**config.mk**
```make
export PLATFORM = sky130hd
export DESIGN_NAME = nsld_ctrl
export DESIGN_NICKNAME = d
export VERILOG_FILES = /design/src/hdl/nsld_pkg.sv /design/src/hdl/nsld_ctrl.sv
export SDC_FILE = /design/constraint.sdc
export NUM_CORES = 1
export LEC_CHECK = 0
export BUFFER_PORTS_ARGS = -buffer_cell sky130_fd_sc_hd__clkbuf_2
export CORE_AREA = 4 4 41 43
export CTS_BUF_LIST = sky130_fd_sc_hd__clkbuf_4 sky130_fd_sc_hd__clkbuf_8 sky130_fd_sc_hd__clkbuf_16
export CTS_CLUSTER_DIAMETER = 50
export DETAILED_ROUTE_END_ITERATION = 12
export DIE_AREA = 0 0 45 47
export PLACE_DENSITY_LB_ADDON = 0.1
export SYNTH_ARGS = -nofsm -noshare
export SYNTH_HDL_FRONTEND = slang
export SYNTH_SLANG_ARGS = --single-unit
```
**constraint.sdc**
```tcl
create_clock -name clk_i -period 1.3 [get_ports clk_i]
set_input_delay 0 -clock clk_i [delete_from_list [all_inputs] [get_ports clk_i]]
set_output_delay 0 -clock clk_i [all_outputs]
set_load 0.05 [all_outputs]
```
**src/hdl/nsld_pkg.sv**
```systemverilog
// Types and constants of the noise signal level detector.
// No dependencies.
`default_nettype none
package nsld_pkg;
  localparam int unsigned EW = 43;
  localparam logic [2:0] REG_BLEN = 3'd0;
  localparam logic [2:0] REG_WIN = 3'd1;
  localparam logic [2:0] REG_UPD = 3'd2;
  localparam logic [2:0] REG_SLOPE = 3'd3;
  localparam logic [2:0] REG_OFFS = 3'd4;
  localparam logic [2:0] REG_BOGUS = 3'd5;
  localparam logic [19:0] LOG10_2_Q20 = 20'd315653;
  localparam logic [20:0] COMP_Q16 = 21'd16384;

  typedef enum logic [3:0] {
    ST_IDLE, ST_ACC, ST_RD, ST_SCAN, ST_LOGL, ST_LOGI, ST_OUT
  } state_e;

  typedef struct packed {
    logic accum;     // add sample, update counters
    logic rd_start;  // start scan at newest entry
    logic rd_step;   // compare current entry, advance
    logic log_start; // start log on selected energy
    logic log_sel_min;
    logic out_load;
  } cmd_t;

  typedef struct packed {
    logic nonempty;
    logic scan_last;
    logic log_done;
  } sts_t;
endpackage
`default_nettype wire

```
**src/hdl/nsld_ctrl.sv**
```systemverilog
// Controller state machine of the level detector.
// Depends on nsld_pkg.
`default_nettype none
module nsld_ctrl (
  input  wire logic           clk_i,
  input  wire logic           rst_ni,
  input  wire logic           in_valid_i,
  output logic                in_ready_o,
  output logic                out_valid_o,
  input  wire logic           out_ready_i,
  input  wire nsld_pkg::sts_t sts_i,
  output nsld_pkg::cmd_t      cmd_o
);
  nsld_pkg::state_e state_q, state_d;
  logic ovalid_q, ovalid_d;

  always_ff @(posedge clk_i or negedge rst_ni) begin
    if (!rst_ni) begin
      state_q <= nsld_pkg::ST_IDLE;
      ovalid_q <= 1'b0;
    end else begin
      state_q <= state_d;
      ovalid_q <= ovalid_d;
    end
  end

  assign out_valid_o = ovalid_q;

  always_comb begin
    state_d = state_q;
    cmd_o = '0;
    in_ready_o = 1'b0;
    ovalid_d = ovalid_q && !out_ready_i;
    case (state_q)
      nsld_pkg::ST_IDLE: begin
        in_ready_o = 1'b1;
        if (in_valid_i) begin
          cmd_o.accum = 1'b1;
          state_d = nsld_pkg::ST_ACC;
        end
      end
      nsld_pkg::ST_ACC: begin
        cmd_o.rd_start = 1'b1;
        state_d = sts_i.nonempty ? nsld_pkg::ST_RD : nsld_pkg::ST_OUT;
      end
      nsld_pkg::ST_RD: state_d = nsld_pkg::ST_SCAN;
      nsld_pkg::ST_SCAN: begin
        cmd_o.rd_step = 1'b1;
        if (sts_i.scan_last) begin
          state_d = nsld_pkg::ST_LOGL;
          cmd_o.log_start = 1'b1;
        end
      end
      nsld_pkg::ST_LOGL: begin
        if (sts_i.log_done) begin
          cmd_o.log_start = 1'b1;
          cmd_o.log_sel_min = 1'b1;
          state_d = nsld_pkg::ST_LOGI;
        end
      end
      nsld_pkg::ST_LOGI: begin
        if (sts_i.log_done) state_d = nsld_pkg::ST_OUT;
      end
      nsld_pkg::ST_OUT: begin
        if (!ovalid_q || out_ready_i) begin
          cmd_o.out_load = 1'b1;
          ovalid_d = 1'b1;
          state_d = nsld_pkg::ST_IDLE;
        end
      end
      default: state_d = nsld_pkg::ST_IDLE;
    endcase
  end
endmodule
`default_nettype wire

```
==> After elaboration in Yosys (flattened, before gate mapping) <==
Cells that the tools add are included.
{ "word_totals": {"register_bits": 5, "inputBits": 7, "output_inout_bits": 8} }
{ "op_classes": {"eq_ne": 11, "n_mux": 20, "reduce_logical": 6} }
{ "ops": {"columns": ["operator", "count"], "rows": [
  ["one-hot mux 4 bit (7 select lines)", 1],
  ["two-way mux 4 bit", 5],
  ["equality test 4 x 3 -> 1 bit, second input constant", 3],
  ["two-way mux 1 bit", 11],
  ["!= test 2 bit, second input constant", 5],
  ["equality test 4 x 2 -> 1 bit, second input constant", 2],
  ["AND reduction 5 bit", 1],
  ["equality test 4 x 1 -> 1 bit, second input constant", 1],
  ["logical NOT 4 bit", 1],
  ["two-way mux 3 bit", 1],
  ["logical NOT 1 bit", 2],
  ["two-way mux 2 bit", 1],
  ["one-hot mux 1 bit (2 select lines)", 1],
  ["logical AND 1 bit", 1],
  ["logical OR 1 bit", 1]
]} }

==> Depth between registers and ports, before layout <==
Gate-level depths: netlist of run 1.
{ "logic_depth": {"ltp_word": 4, "ltp_mapped": 4, "ltp_nobuf": 3} }

==> Least setup slack after synthesis of run 1 <==
OpenSTA, ideal clock, no wires.
{ "synth_timing": {"path_kind": "flip-flop to output port", "startpoint": "register state_q[0]", "endpoint": "output port cmd_o[5] (netlist name)", "arrival_ns": 1.710, "required_ns": 1.300, "path_slack_ns": -0.410, "stages_incl_launch_ff": 4, "n_path_buf": 1, "cell_sequence": "dfrtp_1 > buf_2 > nand2b_1 > nor3_1"} }
{ "synth_rtl": {"columns": ["item", "line_no", "source"], "rows": [
  ["start, declared", "nsld_ctrl.sv:14", "nsld_pkg::state_e state_q, state_d;"],
  ["start signal, assigned", "nsld_ctrl.sv:19", "state_q <= nsld_pkg::ST_IDLE;"],
  ["start signal, assigned", "nsld_ctrl.sv:22", "state_q <= state_d;"],
  ["end, declared", "nsld_ctrl.sv:12", "output nsld_pkg::cmd_t cmd_o"]
]} }

==> impl_metrics.yaml, run 1 <==
run_status:
  outcome: "finished, violations left"
  violations: "negative setup slack"
critical_path:
  cp_cell_sequence: "and2b_1 > and3_4 > nand2b_4 > clkbuf_16"
  crit_path_start: "state_q[0]"
  crit_type: "register to primary output"
  path_buf_inv: 1
  rr_startpoint: "state_q[2]"
  worst-endpoint-arrival_ns: 1.33
  crit_cells: 4
  critPathSlowestCell: "dfrtp_1"
  path_max_fanout: 3
  crit_family: "simple AND/OR/NAND/NOR gates"
  critical_path_required_ns: 1.30
  start_kind: "register"
  crit_path_end_kind: "primary output"
  cpPeakStageDelay_ns: 0.37
  reg2reg_depth: 4
job:
  max_cap_violations: 0
timing:
  period_minus_slack_ns: 1.33
  fin_ws_ns: -0.0314
  max_freq_ghz: 0.751
  relSlewSlack_pct: 81.1
  tns_ns: -0.0314
  setup_violations: 1
  rsz0062_at_grt: "true"
  fin_crit_sh_pct: 102
  skew_ns: 0.00363
  worstMarginPinSlew_ns: 0.284
  drv_slew: 0
  hold_violations: 0
grt:
  met3_usage_pct: 3.07
  grt_pass1_vias: 345
  overflow: 0
  grt_busiest_layer: "met2"
  grt_max_degree: 11
  antenna_found_initial: 0
  grt_pass1_wl_microns: 1400
  gr-usage-all-layers_pct: 9.10
  grt_util_met2_pct: 15.5
  grt_use_met1_pct: 10.5
clocking:
  cts_max_path_buffers: 2
  clkLatencyLatePin_ns: 0.23
  cts_root_buffer: "clkbuf_4"
  htree_levels: 1
  clock-sinks: 4
  clk_pin_slew_ns: 0.04
  cts_inserted_buffers: 3
  cts_tree: "yes"
finish:
  syn_to_final_growth_pct: 84.8
  drive_above_1_share_pct: 51.9
  fill_cells: 140
  nets: 63
  diodes: 0
die:
  initial_core_util_pct: 20.3
  core_sq_mm: 0.00130
  pin_count: 15
  die_area_sq_mm: 0.00212
  die_w_microns: 45
  rows: 13
  die_h_microns: 47
pwr:
  p_leak_nw: 0.242
  swShare_pct: 51.0
  power_density_mw_per_mm2: 2890
  pwr-share-seq_pct: 17.1
  p_comb_share_pct: 72.2
  irDropWorstVdd_mv: 0.916
  cell_internal_pwr_w: 0.000692
  finalPower_w: 0.00141
  clock_power_share_pct: 10.7
  p_switching_w: 0.000719
logic_synthesis:
  syn_inst: 33
  yosysUniqueCellTypes: 18
  synth.area.mux_share_pct: 0
  synth_compound_area_share_pct: 9.48
  synth_xor_area_share_pct: 3.32
  synthSimpleGateAreaFrac_pct: 44.5
  yosysSeqAreaShare_pct: 37.9
  synth_area_sq_um: 264
  ys_seq_elements: 4
  ys_warn_count: 0
  syn_avg_cell_area_sq_um: 8.00
  synth_top_family_by_area: "simple AND/OR/NAND/NOR gates"
  yosys.area_share.adder_pct: 0
  synth_nets: 40
placed_design:
  dp.final_hpwl_microns: 645
  numPortBuffers: 14
  place_congestion: 0.837
worst_hold_path:
  whs_path_depth: 3
  hold_path_class: "primary input to register"
  hold_path_startpoint: "out_ready_i"
routing:
  ant_nets: 0
  avgViaCountPerCell: 4.52
  route.vias.total: 312
  drc_errors: 0
  routed_wl_microns: 790
  wl_per_cell_microns: 11.4
  first_iter_violations: 4
  firstDrtPassIters: 4
final timing paths:
check / to / slack [ns]
max: cmd_o[2] / -0.03
min: out_valid_o / 0.06
max reg2reg: state_q[1] / 0.29
min reg2reg: out_valid_o / 0.53
max in group asynchronous: state_q[2] / 1.07
min in group asynchronous: state_q[0] / 0.11
area by class of cell:
cell class,instances,area (sq um),share of cell area [%]
well taps,15,18.8,3.85
clock buffers,3,22.5,4.62
multi-input cells,26,186,38.2
inverters,2,7.51,1.54
flip-flops and latches,4,100,20.5
repair buffers,19,153,31.3
flip-flops by register name (all words and copies together), names as in the netlist:
register     cells
state_q          3
out_valid_o      1
logic make-up after synthesis:
group                     count (synthesis)
and+or+nand+nor                          22
DFF                                       4
AOI/OAI and AO/OA                         3
buffers and inverters                     3
xor gates and xnor gates                  1
placed cells by master, fill, tap and decap left out, drive strengths merged, types with 2 or more instances in the layout:
cell,instances
clkbuf,15
nand2,6
buf,6
dfrtp,4
nand2b,4
inv,2
nand3,2
nor3,2
nor2b,2
cell usage after synthesis:
cell	n	area (sq um)
a32oi_1	1	8.76
and2_1	1	6.26
and2b_1	1	7.51
and3_1	1	6.26
buf_2	1	5.00
dfrtp_1	4	100
inv_1	2	7.51
nand2_1	6	22.5
nand2b_1	4	25.0
nand3_1	2	10.0
nand4_1	1	6.26
nor2_1	1	3.75
nor2b_1	2	12.5
nor3_1	2	10.0
nor3b_1	1	7.51
o221ai_1	1	8.76
o31ai_1	1	7.51
xnor2_1	1	8.76
metrics by stage:
| stage | area, sq um | util, % | hold slack (ns) | worst slack, ns | instances |
|---|---|---|---|---|---|
| after global routing | 488 | 37.5 | 0.0873 | -0.101 | 69 |
| after detailed placement | 392 | 30.1 | -0.187 | 0.103 | 64 |
| after CTS | 472 | 36.3 | 0.0623 | -0.0342 | 69 |
| final | 488 | 37.5 | 0.0607 | -0.0314 | 69 |
| after global placement | 392 | 30.1 | -0.190 | 0.111 | 64 |
| after floorplan | 285 | - | -0.296 | -0.260 | 33 |
worst register-to-register path, stage by stage (launching register included):
cell and delay (ns):
dfrtp_1 0.39, buf_4 0.14, nand2b_1 0.05, a32oi_1 0.21, o31ai_1 0.10
what timing repair did:
action / CTS / global route
pin swaps: 1 / 0
hold endpoints to repair: 4 / 0
gates resized for setup: 9 / 8
hold buffers: 1 / 0
setup endpoints to repair: 6 / 6
setup buffers: 1 / 0
per-layer routing:
layer	share of wire (%)	vias up
met4	0	0
met5	0	-
li1	-	157
met1	38	144
met3	7.5	0
met2	55	11
power groups by stage:
stage	combinational [W]	sequential, W	clock, W
2_1_floorplan	0.000576	0.000309	0
3_3_place_gp	0.000871	0.000242	0
3_5_place_dp	0.000878	0.000246	0
4_1_cts	0.000989	0.000243	0.000156
5_1_grt	0.00108	0.000255	0.000173
6_report	0.00102	0.000241	0.000151
(Power assumes the default switching activity.)
==> inputs of run 2 (changes only) <==
Settings changed: HOLD_SLACK_MARGIN set to 0.1.
==> run 2 against run 1 <==
Highest routed layer unchanged. Register-to-register slack barely moved. Clock skew about the same. Largest cell class unchanged. Global-route usage increased by 0.16 points. Total power up 0.47%. The run still ends with negative setup slack left.
==> impl_metrics.yaml, run 2 (synthesized netlist as in run 1, its figures left out) <==
pwr:
  power_density_mw_per_mm2: 2790
  p_leak_nw: 0.250
  irDropWorstVdd_mv: 0.915
  finalPower_w: 0.00142
finish:
  mostFrequentLayoutCell: "clkbuf_2"
  regMostFlops: "state_q"
  diodes: 0
  final_util_pct: 39.0
  nets: 65
  final_cell_mix: "8 x clkbuf_2, 6 x nand2_1, 5 x clkbuf_4, 5 x buf_4, 4 x dfrtp_1"
  largest_reg_flops: 3
  drive_above_1_share_pct: 50.0
  design_area_sq_um: 508
  syn_to_final_growth_pct: 92.4
routing:
  avgViaCountPerCell: 4.56
  routed_wl_microns: 794
  firstDrtPassIters: 4
  wl_met2_microns: 437
  highest_layer: "met3"
  first_iter_violations: 4
  wl_per_cell_microns: 11.2
  met1Wirelength_microns: 306
  ant_nets: 0
  drc_errors: 0
  met3_length_microns: 50
  route.vias.total: 324
critical_path:
  worst-endpoint-arrival_ns: 1.33
  crit_type: "register to primary output"
  path_buf_inv: 1
  critical_path_required_ns: 1.30
  crit_path_start: "state_q[0]"
  rr_startpoint: "state_q[2]"
  start_kind: "register"
  critPathSlowestCell: "dfrtp_1"
  crit_family: "simple AND/OR/NAND/NOR gates"
  crit_path_end_kind: "primary output"
  cp_cell_sequence: "and2b_1 > and3_4 > nand2b_4 > clkbuf_16"
  path_max_fanout: 3
  cpPeakStageDelay_ns: 0.37
clocking:
  cts_root_buffer: "clkbuf_4"
  clk_pin_slew_ns: 0.04
  cts_tree: "yes"
  htree_levels: 1
  clkLatencyLatePin_ns: 0.23
  cts_inserted_buffers: 3
  clock-sinks: 4
  cts_max_path_buffers: 2
worst_hold_path:
  hold_path_startpoint: "sts_i[1]"
  hold_path_class: "primary input to register"
die:
  rows: 13
  pin_count: 15
  core_sq_mm: 0.00130
  initial_core_util_pct: 20.3
  die_w_microns: 45
  die_area_sq_mm: 0.00212
  die_h_microns: 47
timing:
  worstMarginPinSlew_ns: 0.284
  drv_slew: 0
  fin_crit_sh_pct: 102
  period_minus_slack_ns: 1.33
  skew_ns: 0.00362
  rsz0062_at_grt: "true"
  setup_violations: 1
  hold_violations: 0
  relSlewSlack_pct: 81.2
  max_freq_ghz: 0.751
  fin_ws_ns: -0.0320
grt:
  grt_pass1_vias: 350
  grt_pass1_wl_microns: 1430
  grt_max_degree: 11
  overflow: 0
  antenna_found_initial: 0
  gr-usage-all-layers_pct: 9.26
placed_design:
  dp_slack_ns: 0.103
  dp.final_hpwl_microns: 645
  numPortBuffers: 14
  place_area_sq_um: 392
  place_congestion: 0.837
job:
  max_cap_violations: 0
run_status:
  outcome: "finished, violations left"
  violations: "negative setup slack"
[run 2: per-layer routing]
| metal | up-vias | GRT usage, % |
|---|---|---|
| met4 | 0 | 3.51 |
| met5 | - | 0 |
| met1 | 151 | 11.0 |
| li1 | 162 | - |
| met2 | 11 | 15.5 |
| met3 | 0 | 3.07 |
[run 2: timing repair]
action | CTS | global route
endpoints found under the setup margin | 6 | 6
endpoints found under the hold margin | 7 | 0
buffers inserted | 1 | 0
pin swaps | 1 | 0
hold buffers | 3 | 0
gates cloned | 0 | 0
gates resized for setup | 9 | 8
[run 2: area by class of cell]
cell class                      count  area, sq um
Clock buffer                        3         22.5
Timing Repair Buffer               21          173
Fill cell                         140          793
Tap cell                           15         18.8
Sequential cell                     4          100
Multi-Input combinational cell     26          186
Inverter                            2         7.51
[run 2: through the flow]
| step | hold slack, ns | std cells | TNS, ns |
|---|---|---|---|
| 5_1_grt | 0.109 | 71 | -0.161 |
| 3_5_place_dp | -0.187 | 64 | 0 |
| 3_3_place_gp | -0.190 | 64 | 0 |
| 2_1_floorplan | -0.296 | 33 | -0.260 |
| 6_report | 0.103 | 71 | -0.0320 |
| 4_1_cts | 0.106 | 71 | -0.0342 |
[run 2: worst paths after layout]
| kind | to | slack [ns] | cells past startpoint |
|---|---|---|---|
| worst max-delay path | cmd_o[2] | -0.03 | 4 |
| worst min-delay path | state_q[0] | 0.10 | 4 |
| worst max register to register | state_q[1] | 0.28 | 4 |
| worst min register to register | out_valid_o | 0.53 | 2 |
| max in group asynchronous | state_q[2] | 1.07 | 2 |
| min in group asynchronous | state_q[0] | 0.11 | 2 |
[run 2: worst reg2reg max path, cell delays in order, from the launching register on]
cell and delay [ns]:
dfrtp_1 0.39, buf_4 0.14, nand2b_1 0.05, a32oi_1 0.22, o31ai_1 0.10
[run 2: where the power goes]
group	switching [W]	internal [W]
Clock	0.0000477	0.000103
Combinational	0.000623	0.000403
Sequential	0.0000510	0.000190
==> inputs of run 3 (changes only) <==
Settings changed: ABC_AREA set to 1, MAX_ROUTING_LAYER set to met4.
==> run 3 against run 2 <==
The run now ends clean. Global-route usage grew 2.3 points. Clock skew is 0.0012 ns higher. Final cell count increased by 42%. Via count grew 31%. Routed wire length rose by 22%. Count of clock-buffer cells in the layout unchanged. Synthesized cell count increased by 73%. Total power rose by 24%. Highest routed layer unchanged.
==> impl_metrics.yaml, run 3 <==
grt:
  gr-usage-all-layers_pct: 11.5
  grt_pass1_vias: 398
  grt_max_degree: 9
  grt_pass1_wl_microns: 1660
  antenna_found_initial: 0
  overflow: 0
critical_path:
  critical_path_required_ns: 1.30
  crit_path_end_kind: "primary output"
  start_kind: "register"
  crit_type: "register to primary output"
  crit_family: "buffers and inverters"
  crit_top_cell: "buf_4"
  worst-endpoint-arrival_ns: 1.28
  critPathSlowestCell: "dfrtp_2"
  cpPeakStageDelay_ns: 0.44
  path_max_fanout: 6
  path_buf_inv: 3
  cp_cell_sequence: "buf_4 > nand3_2 > buf_4 > nor2_4 > buf_8"
pwr:
  irDropWorstVdd_mv: 1.03
  p_leak_nw: 0.357
  power_density_mw_per_mm2: 2740
timing:
  rsz0062_at_grt: "true"
  hold_violations: 0
  setup_violations: 0
  tns_ns: 0
  drv_slew: 0
  skew_ns: 0.00485
  relSlewSlack_pct: 81.6
  fin_crit_sh_pct: 98.4
  max_freq_ghz: 0.782
  period_minus_slack_ns: 1.28
  worstMarginPinSlew_ns: 0.278
logic_synthesis:
  syn_avg_cell_area_sq_um: 6.10
  syn_inst: 57
  yosysMostFrequentCell: "nand2_1"
  synth_edf_count: 0
  synth-async-reset-ratio_pct: 100
  synth_nets: 64
  synth_area_sq_um: 348
  synth_common_cells: "15 x nand2_1, 10 x inv_1, 10 x nor2_1"
  yosys.area.top_type: "dfrtp_1"
  synth.top_cell.area_share_pct: 28.8
  ys_warn_count: 0
  netlist_top_cells_area: "dfrtp_1 29%, nand2_1 16%, inv_1 11%, nor2_1 11%, nand2_2 7.2%"
  synthFlopType: "dfrtp_1"
  yosysSeqAreaShare_pct: 28.8
  yosysUniqueCellTypes: 16
  ys_seq_elements: 4
routing:
  first_iter_violations: 2
  drc_errors: 0
  routed_wl_microns: 968
  firstDrtPassIters: 3
  wl_per_cell_microns: 9.58
  avgViaCountPerCell: 4.20
  ant_nets: 0
  route.vias.total: 424
die:
  die_w_microns: 45
  pin_count: 15
  die_area_sq_mm: 0.00212
  die_h_microns: 47
  core_sq_mm: 0.00130
  initial_core_util_pct: 26.7
  rows: 13
finish:
  syn_to_final_growth_pct: 84.2
  final_cell_mix: "15 x nand2_1, 12 x buf_4, 9 x inv_1"
  final_util_pct: 49.2
  design_area_sq_um: 641
  drive_above_1_share_pct: 55.8
  largest_reg_flops: 3
  nets: 95
  mostFrequentLayoutCell: "nand2_1"
  regMostFlops: "state_q"
  diodes: 0
worst_hold_path:
  hold_path_class: "primary input to async pin"
placed_design:
  place_congestion: 0.756
  dp.final_hpwl_microns: 685
  numPortBuffers: 14
  place_area_sq_um: 477
clocking:
  clk_pin_slew_ns: 0.04
  cts_root_buffer: "clkbuf_4"
  cts_max_path_buffers: 2
  clkLatencyLatePin_ns: 0.23
  htree_levels: 1
  cts_inserted_buffers: 3
  clock-sinks: 4
  cts_tree: "yes"
run_status:
  outcome: "complete, no violations"
job:
  max_cap_violations: 0
## run 3: changes by cell type in the layout (fill, tap and decap cells not counted), moves of 3 or more
cell,delta
inv_1,+7
dfrtp_2,+3
nor2_1,+6
nand2_2,+4
nand2_1,+9
buf_4,+7
buf_8,+3
nor2_4,+3
dfrtp_1,-3
## run 3: power by group
part / internal [W] / switching (W) / total, W / leakage (nW)
Combinational: 0.000527 / 0.000777 / 0.00130 / 0.297
Sequential: 0.000199 / 0.0000963 / 0.000295 / 0.0462
Clock: 0.000103 / 0.0000503 / 0.000154 / 0.0138
## run 3: logic make-up (layout without fill, tap and decap cells)
family	after synthesis	count (layout)	share of synthesized area, %
simple gates	36	36	47.8
buf+inv	13	42	17.3
compound gates	4	4	6.11
flops	4	4	28.8
## run 3: what timing repair did
item | in CTS | in global routing
gates resized for setup | 14 | 11
hold endpoints to repair | 6 | 0
endpoints found under the setup margin | 5 | 8
hold buffers | 3 | 0
buffers inserted | 2 | 4
## run 3: final timing paths
kind | startpoint | to | slack, ns | depth (start not counted)
worst max-delay path | state_q[1] | cmd_o[0] | 0.02 | 5
worst min-delay path | rst_ni | out_valid_o | 0.10 | 2
worst max register to register | state_q[1] | state_q[0] | 0.12 | 7
worst min register to register | out_valid_o | out_valid_o | 0.54 | 2
max in group asynchronous | rst_ni | state_q[2] | 1.06 | 2
min in group clk_i | sts_i[2] | state_q[2] | 0.12 | 4
## run 3: metal layers
metal / wire [microns] / global-route usage [%] / vias up / share of wire [%]
li1: - / - / 229 / -
met1: 420 / 13.8 / 184 / 43
met2: 492 / 17.5 / 11 / 51
met3: 55 / 2.68 / 0 / 5.7
met4: 0 / 7.02 / 0 / 0
met5: 0 / - / - / 0
## run 3: cell type report
cell class / count / area (sq um)
clock buffer: 3 / 22.5
fill: 145 / 661
inverter: 11 / 41.3
multi-input combinational: 40 / 233
sequential: 4 / 104
tap: 15 / 18.8
timing repair buffer: 28 / 221
## run 3: stage by stage
stage,hold WS (ns),std cells,total power (W),setup WS (ns)
floorplan,-0.296,57,0.00106,-0.162
global placement,-0.188,89,0.00130,0.0875
detailed placement,-0.188,89,0.00129,0.0619
CTS,0.101,97,0.00163,-0.000680
global route,0.117,101,0.00189,-0.0227
finish,0.102,101,0.00175,0.0213
